===== src/design/wdh_pkg.sv =====
// Package for the word dictionary hash probe: sizes, widths, codes, states.
// No dependencies; every other design file imports it.
`timescale 1ns / 1ps

package wdh_pkg;

    localparam int SLOTS     = 10;
    localparam int MAX_CHARS = 29;

    localparam int CMD_W   = 2;
    localparam int CHR_W   = 8;
    localparam int STAT_W  = 3;
    localparam int SLOTO_W = 4;

    localparam int SLOT_W = $clog2(SLOTS);
    localparam int NCNT_W = $clog2(SLOTS + 1);
    localparam int LEN_W  = $clog2(MAX_CHARS + 1);
    localparam int IDX_W  = (MAX_CHARS > 1) ? $clog2(MAX_CHARS) : 1;
    localparam int MEM_D  = SLOTS * MAX_CHARS;
    localparam int BASE_W = $clog2(MEM_D);
    localparam int SUM_W  = $clog2(MAX_CHARS * 255 + 1);
    localparam int DCNT_W = $clog2(SUM_W);

    // reciprocal of SLOTS, exact for every SUM_W-bit quotient
    localparam int HASH_SHIFT = SUM_W + SLOT_W;
    localparam int HASH_RECIP = (2 ** HASH_SHIFT + SLOTS - 1) / SLOTS;
    localparam int RCP_W      = $clog2(HASH_RECIP + 1);

    localparam logic [CMD_W-1:0] CMD_INSERT = 2'd0;
    localparam logic [CMD_W-1:0] CMD_FIND   = 2'd1;
    localparam logic [CMD_W-1:0] CMD_REMOVE = 2'd2;
    localparam logic [CMD_W-1:0] CMD_NONE   = 2'd3;

    typedef enum logic [STAT_W-1:0] {
        ST_STORED  = 3'd0,
        ST_FULL    = 3'd1,
        ST_FOUND   = 3'd2,
        ST_MISS    = 3'd3,
        ST_REMOVED = 3'd4,
        ST_BADKEY  = 3'd5
    } status_t;

    typedef enum logic [3:0] {
        S_IDLE,
        S_DIVQ,
        S_DIVM,
        S_PROBE,
        S_KCMP_RD,
        S_KCMP_CHK,
        S_CP_RD,
        S_CP_WR,
        S_FIND_RD,
        S_FIND_EMIT,
        S_EMIT
    } state_t;

    typedef struct packed {
        logic busy;
        logic done;
    } div_stat_t;

endpackage


===== src/design/wdh_div.sv =====
// Restoring divider, one quotient bit per cycle; divides the key sum by the key length.
// Depends on wdh_pkg.
`timescale 1ns / 1ps

module wdh_div import wdh_pkg::*; (
    input  logic             clk,
    input  logic             rst_n,
    input  logic             start,
    input  logic [SUM_W-1:0] dividend,
    input  logic [SUM_W-1:0] divisor,
    output logic [SUM_W-1:0] quotient,
    output div_stat_t        stat
);

    logic [SUM_W-1:0]  rem_reg, rem_next;
    logic [SUM_W-1:0]  quot_reg, quot_next;
    logic [SUM_W-1:0]  dvs_reg, dvs_next;
    logic [DCNT_W-1:0] cnt_reg, cnt_next;
    logic              busy_reg, busy_next;
    logic              done_reg, done_next;
    logic [SUM_W:0]    trial;
    logic [SUM_W:0]    diff;

    always_comb
    begin
        trial     = {rem_reg, quot_reg[SUM_W-1]};
        diff      = trial - {1'b0, dvs_reg};
        rem_next  = rem_reg;
        quot_next = quot_reg;
        dvs_next  = dvs_reg;
        cnt_next  = cnt_reg;
        busy_next = busy_reg;
        done_next = 1'b0;
        if (start)
        begin
            rem_next  = '0;
            quot_next = dividend;
            dvs_next  = divisor;
            cnt_next  = '0;
            busy_next = 1'b1;
        end
        else if (busy_reg)
        begin
            if (trial >= {1'b0, dvs_reg})
            begin
                rem_next  = diff[SUM_W-1:0];
                quot_next = {quot_reg[SUM_W-2:0], 1'b1};
            end
            else
            begin
                rem_next  = trial[SUM_W-1:0];
                quot_next = {quot_reg[SUM_W-2:0], 1'b0};
            end
            cnt_next = cnt_reg + DCNT_W'(1);
            if (cnt_reg == DCNT_W'(SUM_W - 1))
            begin
                busy_next = 1'b0;
                done_next = 1'b1;
            end
        end
    end

    always_ff @(posedge clk or negedge rst_n)
    begin
        if (!rst_n)
        begin
            busy_reg <= 1'b0;
            done_reg <= 1'b0;
            cnt_reg  <= '0;
        end
        else
        begin
            busy_reg <= busy_next;
            done_reg <= done_next;
            cnt_reg  <= cnt_next;
        end
    end

    always_ff @(posedge clk)
    begin
        rem_reg  <= rem_next;
        quot_reg <= quot_next;
        dvs_reg  <= dvs_next;
    end

    assign quotient  = quot_reg;
    assign stat      = '{busy: busy_reg, done: done_reg};

endmodule


===== config.mk =====
export PLATFORM = sky130hd
export DESIGN_NAME = wdh_div
export DESIGN_NICKNAME = d
export VERILOG_FILES = /design/src/design/wdh_pkg.sv /design/src/design/wdh_div.sv
export SDC_FILE = /design/constraint.sdc
export NUM_CORES = 1
export LEC_CHECK = 0
export ABC_AREA = 1
export BUFFER_PORTS_ARGS = -buffer_cell sky130_fd_sc_hd__buf_2
export CORE_MARGIN = 2
export CORE_UTILIZATION = 34
export CTS_CLUSTER_SIZE = 24
export DETAILED_ROUTE_END_ITERATION = 8
export PLACE_DENSITY = 0.5
export SLEW_MARGIN = 20
export SYNTH_ARGS = -nofsm -noshare
export SYNTH_HDL_FRONTEND = slang
export SYNTH_SLANG_ARGS = --single-unit

===== constraint.sdc =====
create_clock -name clk -period 2.62 [get_ports clk]
set_clock_uncertainty 0.2 [all_clocks]
set_input_delay 0.131 -clock clk [delete_from_list [all_inputs] [get_ports clk]]
set_output_delay 0.131 -clock clk [all_outputs]
set_load 0.01 [all_outputs]

# Yosys cells after proc, flatten, opt, wreduce, memory -nomap -nowiden
# Index checks and enable logic that the tools add are counted.
[op_classes]
n_addsub = 2
mul = 0
div_mod_pow = 0
n_lt_le_gt_ge = 1
n_eq_ne = 1
shifts = 0
muxes = 12
n_bitwise = 0
n_reduce_logical = 1
[op_table]
columns = ["op", "n"]
rows = [
  ["$mux W13", 3],
  ["$ge A14 B13 Y1", 1],
  ["$sub A13 B13 Y13", 1],
  ["$mux W4", 2],
  ["$mux W1", 7],
  ["$add A4 B1 Y4 const B", 1],
  ["$eq A4 B4 Y1 const B", 1],
  ["$reduce_bool A2 Y1", 1],
]
[word_totals]
reg_bits = 45
latchBits = 0
mem_bits_rw = 0
rom_bits = 0
in_bits = 29
output_inout_bits = 15
elab_cells = 23
n_memories = 0

# Logic depth before layout (Yosys ltp)
# Gate-level depths: netlist (run 1).
[depth]
depth_word = 4
depth_mapped = 14
depth_no_buf = 14

# Worst setup path before layout (run 1)
# Ideal clock, no wire load.
[synth_timing]
kind = "flip-flop to flip-flop"
startpoint = "register quot_reg[12], in the netlist quotient[12]"
endpoint = "register quot_reg[0], in the netlist quotient[0], data pin"
setup_time_ns = 0.253
arrival_time_ns = 1.846
t_required_ns = 2.167
path_slack_ns = 0.320
path_stages_with_launch = 14
path_cell_list = "edfxtp_1 -> inv_1 -> ha_1 -> inv_1 -> fa_1 -> nand2_1 -> nand2_1 -> nand3_1 -> nand2_1 -> nand2_2 -> nand3_4 -> buf_8 -> nand2_1 -> nand2_1"
[synth_between]
elab_chain_cells = 4
[synth_rtl]
columns = ["item", "line_no", "text"]
rows = [
  ["from (decl)", "wdh_div.sv:16", "logic [SUM_W-1:0] quot_reg, quot_next;"],
  ["from (signal assigned)", "wdh_div.sv:82", "quot_reg <= quot_next;"],
  ["$ge A14 B13 Y1", "wdh_div.sv:44", "if (trial >= {1'b0, dvs_reg})"],
  ["$mux W1", "wdh_div.sv:44", ""],
  ["$mux W13", "wdh_div.sv:42", "else if (busy_reg)"],
  ["$mux W13", "wdh_div.sv:34", "if (start)"],
  ["net quot_next[0]", "wdh_div.sv:16", ""],
]
# The timed path passes the listed nets, and every way through them passes these cells. The select of a mux whose other input is x is not followed.
# A chain may end at the register's enable or synchronous reset.

# Final worst setup path (run 1)
# Same ends and word-level chain as after synthesis.

==> results of run 1 <==
==> power by group <==
group | total [uW] | internal, uW | switching (uW)
Sequential | 956 | 872 | 84.4
Clock | 549 | 311 | 238
Combinational | 1220 | 467 | 750
Total | 2720 | 1650 | 1070
==> metrics by stage <==
step           setup slack, ns  util, %  cell area, um^2  std cells
2_1_floorplan            0.320        -             2790        367
3_3_place_gp             0.291     38.5             3120        511
3_5_place_dp             0.239     38.5             3120        511
4_1_cts                  0.233     43.5             3520        548
5_1_grt                 0.0911     43.5             3520        548
6_report                 0.236     43.5             3520        548
==> synthesized netlist by cell type, types with 3 or more instances <==
library cell  instances
nand2_1             137
inv_1                62
edfxtp_1             26
nand3_1              23
nand4_1              18
ha_1                 15
nor2_1               14
dfxtp_1              13
dfrtp_1               6
nand3_2               6
a21oi_1               5
inv_2                 5
o21ai_1               5
buf_2                 4
clkbuf_1              3
nand2_2               3
xnor2_1               3
==> worst min path at each step <==
stage	endpoint	depth (start not counted)	slack, ns
2_1_floorplan	busy_reg$_DFF_PN0_	0	-0.36
3_3_place_gp	cnt_reg[2]$_DFFE_PN0P_	1	-0.24
3_5_place_dp	cnt_reg[2]$_DFFE_PN0P_	1	-0.24
4_1_cts	rem_reg[12]$_SDFFE_PP0P_	2	0.28
5_1_grt	rem_reg[9]$_SDFFE_PP0P_	2	0.30
6_report	rem_reg[12]$_SDFFE_PP0P_	2	0.28
==> cell families (layout without fill, tap and decap cells) <==
kind of cell             count (synthesis)  count (layout)  share of synthesized area, %
AND/OR/NAND/NOR                        209             209                          33.9
buffers and inverters                   78             154                          11.4
flip-flops                              45              45                          42.7
adder cells (fa/ha/maj)                 16              16                          7.45
AO/OA/AOI/OAI                           14              14                          2.96
XOR/XNOR                                 5               5                          1.57
==> metal layers <==
| metal | up-vias | wire [um] |
|---|---|---|
| li1 | 1306 | - |
| met1 | 1085 | 3170 |
| met2 | 54 | 2900 |
| met3 | 4 | 280 |
| met4 | 0 | 51 |
| met5 | - | 0 |
==> worst max-delay path: cells and delay by family (launching register included) <==
kind | cells | cell delay, ns
adder cells (fa/ha/maj) | 2 | 0.57
buffers and inverters | 2 | 0.16
flip-flops | 1 | 0.38
AND/OR/NAND/NOR | 8 | 0.83
==> area by class of cell <==
class / instances / area (um^2) / share of cell area [%]
clock buffers: 7 / 86.3 / 2.45
clock inverters: 1 / 30.0 / 0.852
inverters: 68 / 255 / 7.24
multi-input cells: 244 / 1280 / 36.3
flip-flops and latches: 45 / 1190 / 33.8
well taps: 105 / 131 / 3.73
repair buffers: 78 / 551 / 15.6
==> timing repair <==
| action | CTS | global route |
|---|---|---|
| hold buffers | 29 | 0 |
| setup buffers | 0 | 0 |
| endpoints found under the setup margin | 0 | 0 |
| endpoints found under the hold margin | 37 | 0 |
==> qor.yml, run 1 <==
gr-total-overflow: 0
cts_tree: "yes"
hold_path_class: "register to register"
cts_sinks: 45
busiest_layer: "met2"
post-route-drc-count: 0
grtUsageMet2_pct: 25.2
synth_area_leader_cell: "edfxtp_1"
outcome: "finished, final reports clean"
ys_types: 31
worst_slew_pin_slew_ns: 0.668
synthCells: 367
ctsResizeCount: 0
synth_area_leaders: "edfxtp_1, nand2_1, dfxtp_1"
power_density_mw_per_mm2: 772
nNetsFinal: 487
cp_common_cell: "nand2_1"
initial_core_util_pct: 34.4
synth_warnings: 0
reg2reg_depth: 12
end_kind: "register"
postSynthAreaPerCell_um2: 7.59
grt_max_degree: 24
drive_gt1_share_pct: 17.2
fin_crit_sh_pct: 91.0
die_w_um: 94.5
num_rows: 33
boundaryPins: 44
n_antenna_cell: 0
fmax_mhz: 420
slew_violations: 0
final_cell_mix: "nand2_1, inv_1, buf_2, dlygate4sd3_1, edfxtp_1"
synth-edff-count: 26
drt_first_iter_violations: 96
drtPass1Iterations: 6
die-area_mm2: 0.00894
startpoint: "quotient[12]$_DFFE_PP_"
worstPathArrival_ns: 2.24
ir_drop_mv: 0.301
cts.path.max_buffers: 2
core_area_mm2: 0.00809
worstSetupPathType: "register to register"
wl_um: 6410
grt_pass1_vias: 2326
viasPerCell: 4.47
synth_seq_cells: 45
cpPeakStageDelay_ns: 0.43
track_usage_pct: 15.4
setup_viol_count_final: 0
hold_viol: 0
ys_seq_area_share_pct: 42.7
fp.dieH_um: 94.5
ys.flop_type: "edfxtp_1"
place.gp.congestion: 0.908
synthDominantCellAreaShare_pct: 28.0
cts_buffers: 5
antenna_left: 0
io_buffer_count: 43
htreeDepth: 2
ys_async_sr_fraction_pct: 13.3
worst_skew_pair.late_latency_ns: 0.30
area_growth_pct: 26.4
path_clk_slew_ns: 0.09
endpoint: "quotient[0]$_DFFE_PP_"
synth_nets: 412
fin_setup_tns_ns: 0
power_leakage_uw: 0.00183
rr_endpoint: "quotient[0]$_DFFE_PP_"
reg2reg_slack_ns: 0.24
vias: 2449
slowest_stage: "fa_1"
path_cells: "inv_1 > ha_1 > inv_1 > fa_1 > nand2_1 > nand2_1 > nand3_1 > nand2_1 > nand2_2 > nand3_4 > nand2_1 > nand2_1"
grt_pass1_wl_um: 10800
crit_fanout: 16
layout_commonest_cell: "nand2_1"
fillers: 849
use_met1_pct: 21.5
cap_viol_max_count: 0
start_kind: "register"
reg2reg_from: "quotient[12]$_DFFE_PP_"
crit_required_ns: 2.48
holdWs_ns: 0.281
root_buffer: "clkbuf_8"
finalPower_uw: 2720
wl_per_cell_um: 11.7
hpwl_um: 4750
syn_area_mm2: 0.00279
relSlewSlack_pct: 55.4
antenna_found_initial: 0
grt.met3_usage_pct: 2.23
rsz0062_at_grt: "no"
period_needed_ns: 2.38
hp-start: "rem_reg[12]$_SDFFE_PP0P_"
Note: power is estimated with default switching activity, not from simulation.
==> inputs of run 2 (changes only) <==
- BUFFER_PORTS_ARGS: -buffer_cell sky130_fd_sc_hd__buf_2 -> -buffer_cell sky130_fd_sc_hd__buf_4
==> qor.yml, run 2 (same netlist as run 1, synthesis figures left out) <==
start_kind: "register"
power_density_mw_per_mm2: 761  # -1.5%
path_buf_inv: 2  # unchanged
ir_drop_mv: 0.297  # -1.4%
startpoint: "quotient[12]$_DFFE_PP_"
hold_path_class: "input pin to register"
fin_crit_sh_pct: 91.8  # +0.87 points
grt_pass1_vias: 2416  # +3.9%
period_needed_ns: 2.41  # +0.0228 ns
crit_required_ns: 2.50  # +0.02 ns
fmax_mhz: 416  # -0.95%
worst_slew_pin_slew_ns: 0.662  # -0.00632 ns
crit_family: "simple AND/OR/NAND/NOR gates"
boundaryPins: 44  # unchanged
htreeDepth: 2  # unchanged
cts_setup_buffers: 0  # unchanged
cts_sinks: 45  # unchanged
track_usage_pct: 16.6  # +1.2 points
finalNonFillerCells: 546  # -0.36%
cp_num_cells: 12  # unchanged
drive_gt1_share_pct: 17.0  # -0.15 points
die-area_mm2: 0.00894  # unchanged
slowest_stage: "fa_1"
ctsResizeCount: 0  # unchanged
drtPass1Iterations: 4  # -2
cpPeakStageDelay_ns: 0.44  # about the same
viasPerCell: 4.55  # +1.9%
layout_commonest_cell: "nand2_1"
power_leakage_uw: 0.00185  # +1.2%
worstSetupPathType: "register to register"
wl_per_cell_um: 12.1  # +3.3%
fp.dieH_um: 94.5  # unchanged
n_antenna_cell: 0  # unchanged
antenna_left: 0  # unchanged
nNetsFinal: 485  # -0.41%
wl_um: 6600  # +2.9%
path_cells: "inv_1 > ha_1 > inv_1 > fa_1 > nand2_1 > nand2_1 > nand3_1 > nand2_1 > nand2_2 > nand3_4 > nand2_1 > nand2_1"
cts.path.max_buffers: 2  # unchanged
finalPower_uw: 2740  # +0.79%
reg2reg_depth: 12  # unchanged
rsz0062_at_grt: "no"
place_ws_ns: 0.236  # -0.00287 ns
reg2reg_slack_ns: 0.21  # -0.02 ns
gr-total-overflow: 0  # unchanged
crit_fanout: 16  # unchanged
root_buffer: "clkbuf_8"
antenna_found_initial: 0  # unchanged
fillers: 858  # +1.1%
cts_buffers: 5  # unchanged
worst_skew_pair.late_latency_ns: 0.31  # about the same
fin_setup_tns_ns: 0  # unchanged
initial_core_util_pct: 34.4  # unchanged
place.gp.congestion: 0.826  # -9.1%
cp_common_cell: "nand2_1"
setup_viol_count_final: 0  # unchanged
relSlewSlack_pct: 55.8  # +0.42 points
reg2reg_from: "quotient[12]$_DFFE_PP_"
fin_ws_ns: 0.214  # -0.0228 ns
holdPathStages: 1  # -1
cap_viol_max_count: 0  # unchanged
path_clk_slew_ns: 0.10  # about the same
grt_max_degree: 31  # +29%
outcome: "finished, final reports clean"
final_cell_mix: "nand2_1, inv_1, buf_4, dlygate4sd3_1, edfxtp_1"
hpwl_um: 4890  # +3.0%
end_kind: "register"
endpoint: "quotient[0]$_DFFE_PP_"
fin_util_pct: 44.5  # +1.0 points
io_buffer_count: 43  # unchanged
cts_tree: "yes"
vias: 2486  # +1.5%
num_rows: 33  # unchanged
grt_pass1_wl_um: 11500  # +6.1%
worstPathArrival_ns: 2.28  # +0.04 ns
drt_first_iter_violations: 122  # +27%
placedCellCount: 510  # -0.20%
area_growth_pct: 29.4
slew_violations: 0  # unchanged
core_area_mm2: 0.00809  # unchanged
hold_viol: 0  # unchanged
die_w_um: 94.5  # unchanged
post-route-drc-count: 0  # unchanged
rr_endpoint: "quotient[0]$_DFFE_PP_"
ctsHoldBuffers: 28  # -3.4%
==> run 2: changes by cell type in the layout (fill, tap and decap cells not counted), sizes merged <==
cell / before / now
buf: 49 / 48
clkinv: 1 / 2
dlygate4sd3: 29 / 28
clkbuf: 7 / 6
==> run 2: how the worst min path moves through the flow <==
stage | start | end
2_1_floorplan | rst_n | busy_reg$_DFF_PN0_
3_3_place_gp | rst_n | cnt_reg[2]$_DFFE_PN0P_
3_5_place_dp | rst_n | cnt_reg[2]$_DFFE_PN0P_
4_1_cts | start | dvs_reg[5]$_DFFE_PP_
5_1_grt | start | dvs_reg[5]$_DFFE_PP_
6_report | start | dvs_reg[5]$_DFFE_PP_
==> run 2: stage by stage <==
stage,instance area [um^2],hold WS [ns]
floorplan,2790,-0.365
global placement,3220,-0.256
detailed placement,3220,-0.258
CTS,3600,0.0719
global route,3600,0.0745
finish,3600,0.0607
==> run 2: final cells by class <==
| type | count | area [um^2] | share of cell area (%) |
|---|---|---|---|
| Sequential cell | 45 | 1190 | 33.0 |
| Inverter | 68 | 255 | 7.08 |
| Timing Repair Buffer | 76 | 641 | 17.8 |
| Multi-Input combinational cell | 244 | 1280 | 35.5 |
| Clock buffer | 6 | 72.6 | 2.01 |
| Tap cell | 105 | 131 | 3.64 |
| Clock inverter | 2 | 35.0 | 0.972 |
==> run 2: layer usage <==
layer | up-vias | global-route usage, % | wire length (um) | part of all wire, %
li1 | 1302 | - | - | -
met1 | 1138 | 21.7 | 3190 | 48
met2 | 38 | 27.6 | 3080 | 47
met3 | 8 | 3.11 | 222 | 3.4
met4 | 0 | 5.68 | 107 | 1.6
met5 | - | 0 | 0 | 0
==> run 2: power breakdown <==
part           switching [uW]  internal (uW)  total (uW)
clock                     247            283         531
sequential               83.1            872         955
combinational             766            491        1260
total                    1100           1650        2740
==> inputs of run 3 (changes only) <==
- clock period: 2.62 -> 3.1 ns (I/O delays scaled with it)
==> qor.yml, run 3 (same netlist as run 1, synthesis figures left out) <==
outcome: "finished, final reports clean"
fin_crit_sh_pct: 83.5  # -8.4 points
place_ws_ns: 0.518  # +0.283 ns
multi_input_area_mm2: 0.00128  # unchanged
cts.path.max_buffers: 2  # unchanged
setup_viol_count_final: 0  # unchanged
crit_fanout: 16  # unchanged
fin_ws_ns: 0.512  # +0.298 ns
fmax_mhz: 386  # -7.0%
power_density_mw_per_mm2: 628  # -18%
worstPathArrival_ns: 2.44  # +0.16 ns
cts_buffers: 5  # unchanged
relSlewSlack_pct: 40.1  # -16 points
initial_core_util_pct: 34.4  # unchanged
die_w_um: 94.5  # unchanged
htreeDepth: 2  # unchanged
num_rows: 33  # unchanged
hold_viol: 0  # unchanged
power_leakage_uw: 0.00182  # -1.8%
nNetsFinal: 480  # -1.0%
cts_tree: "yes"
fp.dieH_um: 94.5  # unchanged
hpwl_um: 4850  # -0.77%
io_buffer_count: 43  # unchanged
grt_pass1_vias: 2404  # -0.50%
boundaryPins: 44  # unchanged
track_usage_pct: 16.2  # -0.40 points
ff_latch_area_mm2: 0.00119  # unchanged
root_buffer: "clkbuf_8"
n_antenna_cell: 0  # unchanged
worstSetupPathType: "register to register"
area_growth_pct: 27.4
crit_required_ns: 2.95  # +0.45 ns
cts_setup_buffers: 0  # unchanged
die-area_mm2: 0.00894  # unchanged
grt_max_degree: 31  # unchanged
cap_viol_max_count: 0  # unchanged
final_cell_mix: "nand2_1, inv_1, buf_4, dlygate4sd3_1, edfxtp_1"
period_needed_ns: 2.59  # +0.182 ns
place.gp.congestion: 0.922  # +12%
vias: 2477  # -0.36%
wl_um: 6550  # -0.64%
ir_drop_mv: 0.213  # -28%
path_clk_slew_ns: 0.09  # about the same
grt_pass1_wl_um: 11300  # -1.4%
hp-start: "start"
slew_violations: 0  # unchanged
wl_per_cell_um: 12.1  # +0.28%
drtPass1Iterations: 4  # unchanged
post-route-drc-count: 0  # unchanged
start_kind: "register"
layout_commonest_cell: "nand2_1"
antenna_left: 0  # unchanged
end_kind: "register"
worst_slew_pin_slew_ns: 0.895  # +0.233 ns
viasPerCell: 4.58  # +0.56%
hold_path_class: "input pin to register"
gr-total-overflow: 0  # unchanged
ctsResizeCount: 0  # unchanged
core_area_mm2: 0.00809  # unchanged
rsz0062_at_grt: "no"
worst_skew_pair.late_latency_ns: 0.30  # about the same
startpoint: "quotient[12]$_DFFE_PP_"
fillers: 873  # +1.7%
finalPower_uw: 2230  # -19%
cts_sinks: 45  # unchanged
antenna_found_initial: 0  # unchanged
reg2reg_from: "quotient[12]$_DFFE_PP_"
fin_setup_tns_ns: 0  # unchanged
drt_first_iter_violations: 181  # +48%
drive_gt1_share_pct: 15.8  # -1.2 points
[run 3: through the flow]
step | hold slack, ns | cell area, um^2 | std cells | utilization (%)
after global placement | -0.232 | 3180 | 505 | 39.3
after floorplan | -0.341 | 2790 | 367 | -
after global routing | 0.112 | 3550 | 541 | 43.9
final | 0.0924 | 3550 | 541 | 43.9
after CTS | 0.107 | 3550 | 541 | 43.9
after detailed placement | -0.233 | 3180 | 505 | 39.3
[run 3: area by class of cell]
class | count | share of cell area, %
clock buffers | 8 | 2.54
inverters | 68 | 7.19
multi-input cells | 244 | 36.0
flip-flops and latches | 45 | 33.6
well taps | 105 | 3.70
repair buffers | 71 | 17.0
[run 3: path summary, 6_finish.rpt]
kind,endpoint,slack [ns],cells after the start
worst min register to register,rem_reg[7]$_SDFFE_PP0P_,0.28,2
worst max-delay path,quotient[0]$_DFFE_PP_,0.51,12
min in group asynchronous,busy_reg$_DFF_PN0_,0.58,3
worst max register to register,quotient[0]$_DFFE_PP_,0.51,12
worst min-delay path,dvs_reg[12]$_DFFE_PP_,0.09,1
max in group asynchronous,done_reg$_DFF_PN0_,1.91,3
[run 3: critical path, cell delays in order (launching register included)]
cell      delay [ns]
edfxtp_1        0.39
inv_1           0.09
ha_1            0.16
inv_1           0.07
fa_1            0.43
nand2_1         0.09
nand2_1         0.09
nand3_1         0.08
nand2_1         0.09
nand2_2         0.22
nand3_4         0.24
nand2_1         0.12
nand2_1         0.06
[run 3: report_power, final]
group,switching (uW),internal [uW]
registers,73.8,737
clock network,197,182
logic,636,403
total,906,1320
[run 3: metal layers]
| layer | wire (um) | global-route usage, % |
|---|---|---|
| met5 | 0 | 0 |
| met4 | 108 | 5.19 |
| met3 | 249 | 2.79 |
| met2 | 3050 | 26.4 |
| met1 | 3150 | 21.8 |
[run 3: timing repair]
action	in CTS	in global routing
hold buffers	28	0
endpoints found under the setup margin	0	0
hold endpoints to repair	32	0
